**src/hps_ram.sv**
```systemverilog
module hps_ram #(
    parameter int WIDTH = 8,
    parameter int DEPTH = 256,
    localparam int AW = $clog2(DEPTH)
) (
    input  logic             aclk,
    input  logic             we,
    input  logic [AW-1:0]    waddr,
    input  logic [WIDTH-1:0] wdata,
    input  logic [AW-1:0]    raddr,
    output logic [WIDTH-1:0] rdata
);

    logic [WIDTH-1:0] mem_reg [DEPTH];
    logic [WIDTH-1:0] rdata_reg;

    always_ff @(posedge aclk) begin
        if (we) begin
            mem_reg[waddr] <= wdata;
        end
        rdata_reg <= mem_reg[raddr];
    end

    assign rdata = rdata_reg;

endmodule

```
**config.mk**
```make
export PLATFORM = sky130hd
export DESIGN_NAME = hps_ram
export DESIGN_NICKNAME = d
export VERILOG_FILES = /design/src/hps_ram.sv
export SDC_FILE = /design/constraint.sdc
export NUM_CORES = 2
export LEC_CHECK = 0
export BUFFER_PORTS_ARGS = -buffer_cell sky130_fd_sc_hd__buf_2
export CORE_MARGIN = 2
export CORE_UTILIZATION = 50
export DETAILED_ROUTE_END_ITERATION = 6
export PLACE_DENSITY = 0.66
export SYNTH_ARGS = -nofsm -noshare
export SYNTH_HDL_FRONTEND = slang
export SYNTH_SLANG_ARGS = --single-unit
export TNS_END_PERCENT = 100
```
**constraint.sdc**
```tcl
create_clock -name aclk -period 5.6 [get_ports aclk]
set_input_delay 0.28 -clock aclk [delete_from_list [all_inputs] [get_ports aclk]]
set_output_delay 0.28 -clock aclk [all_outputs]
set_load 0.05 [all_outputs]
```
==> run metrics <==
status=finished, violations left; failing checks=negative hold slack; kind of critical path=primary input to flip-flop; CP max FO=40; syn_nets=3,759; Synth Register Bits=2,056; Detailed Place HPWL=113,000 um; Place WS=1520 ps; Via density=6.35; Setup-failing EPs final=0; drt total wl=190,000 um; first-pass GRT wire length=276,000 um; Post-synth EDFFs=2,048; Final period util=55.8%; commonest cells after routing, fill and taps aside=edfxtp_1, mux4_2, nor2_1, clkbuf_16, mux2i_1; Util after Layout=55.7%; ys flop type=edfxtp_1; RSZ-0062 raised after global routing=false; layout cells sized above 1=22.3%; # nets final=3,861; fin. max-slew vios=0; min setup slack post-route=2470 ps; # rows=146; YS warnings=0; crit start category=primary input; Async SR Flop Fraction=0%; Max Fclk=320 MHz; Synth Instances=3,733; H-tree depth=4; core area=0.158 mm2; Clock Latency Late Sink=830 ps; LEAKAGE=27.0 nW; drt initial violations=5,501; worst slew pin tran=1210 ps; max cap viols=0; clock slew at reported path FFs=60 ps; starting density of the core=50.3%; largest net degree at the start of global routing=138; most common cell after layout, fill and taps aside=edfxtp_1; min Tclk post-route=3130 ps; CTS buffer count=197; RD Place Congestion=0.852; CTS tree=built; cts repair resizes=0; Worst Path Required=6260 ps; post-route DRC violation count=0; critical path arrival=3790 ps; input/output buffers=33; sequential fraction of the synthesis area=77.5%; Layout area overhead=10.8%; Power Total=31.3 mW; max reg flops=2,048; pwr/cell area=355 mW/mm2; Avg Inst Size Synth=21.3 um2; Synth cell types=55; IO Count=34; clock sinks=2,056; die width=403 um; Mapped Area=0.0796 mm2; VDD IR max=0.000412 V; Hold Vio Cnt, Final=6; vias in the first global route=38,600; worst hold path type=primary input to flip-flop; routed via count=38,600; Clock Skew=28.9 ps; Final ANT Viol Nets=0; setup tns final=0 ps; Die ar.=0.162 mm2; wire length per cell=31.2 um; initial antenna violation count=10; first-pass iteration count of the detailed router=7; CTS Buffer Depth=3; GRT Util Overall=23.7%; WHS=-40.2 ps; clk root buf=clkbuf_16; Worst setup EP type=flip-flop; GRT overflow=0; die height=403 um; relative slew slack=18.4%
==> stage by stage <==
stage,instance area [um2],cells,hold WS [ps]
floorplan,79600,3733,379
global placement,81900,5702,757
detailed placement,81900,5704,765
CTS,88200,6069,2.41
global route,88200,6073,11.8
finish,88200,6077,-40.2
==> synth_stat cells, types with 21 or more instances <==
cell type,n,area [um2]
nand3_1,34,170
nand2_1,33,124
buf_2,31,155
o221ai_1,46,403
o22ai_1,28,175
mux4_2,454,10200
a22oi_1,133,998
clkbuf_1,111,417
buf_1,22,82.6
buf_4,27,203
mux2i_1,134,1340
edfxtp_1,2048,61500
nor3_1,22,110
buf_6,21,236
nor2_1,282,1060
nor2b_1,31,194
a21oi_1,96,480
nor4_1,24,150
==> repair_timing <==
action,in CTS,in global routing
endpoints found under the setup margin,0,0
hold buffers,3,0
setup buffers,0,0
endpoints found under the hold margin,157,0
==> routing by layer <==
layer | GRT usage (%) | part of all wire, % | routed length [um]
met5 | 0 | 0.015 | 29
met4 | 7.19 | 2.9 | 5590
met3 | 5.09 | 9.3 | 17700
met2 | 36.4 | 47 | 89300
met1 | 34.4 | 41 | 77200
==> power by group <==
| part | internal (mW) | total (mW) | switching, mW |
|---|---|---|---|
| combinational | 0.506 | 1.53 | 1.02 |
| sequential | 17.0 | 17.0 | 0.0387 |
| clock | 7.10 | 12.8 | 5.69 |
==> final cells by class <==
cell class                 count  area [um2]
antenna                        7        17.5
clock buffer                 244        5150
timing repair buffer         136        1200
multi-input combinational   1442       16500
fill                       11600       70000
sequential                  2056       61700
clock inverter               118        1040
inverter                       2        7.51
tap                         2072        2590
==> kinds of logic after synthesis <==
group | Yosys count | synth area share, %
simple gates | 466 | 2.63
compound gates | 385 | 3.42
mux | 591 | 14.6
buf+inv | 235 | 1.83
flops | 2056 | 77.5
==> path summary, 6_finish.rpt <==
| path | start | to | slack (ps) | depth (start not counted) |
|---|---|---|---|---|
| max | raddr[0] | rdata[3] | 2470 | 8 |
| min | wdata[7] | mem_reg[62][7] | -40 | 1 |
| max reg2reg | mem_reg[139][7] | rdata[7] | 2900 | 6 |
| min reg2reg | mem_reg[32][5] | rdata[5] | 970 | 6 |
==> critical path, cell delays in order <==
cell     delay [ps]
buf_8           370
buf_12          430
buf_4           390
mux4_2          550
a22oi_1         420
a21oi_1         200
nor4_1          950
nor4_1          100
Note: power is estimated with default switching activity, not from simulation.
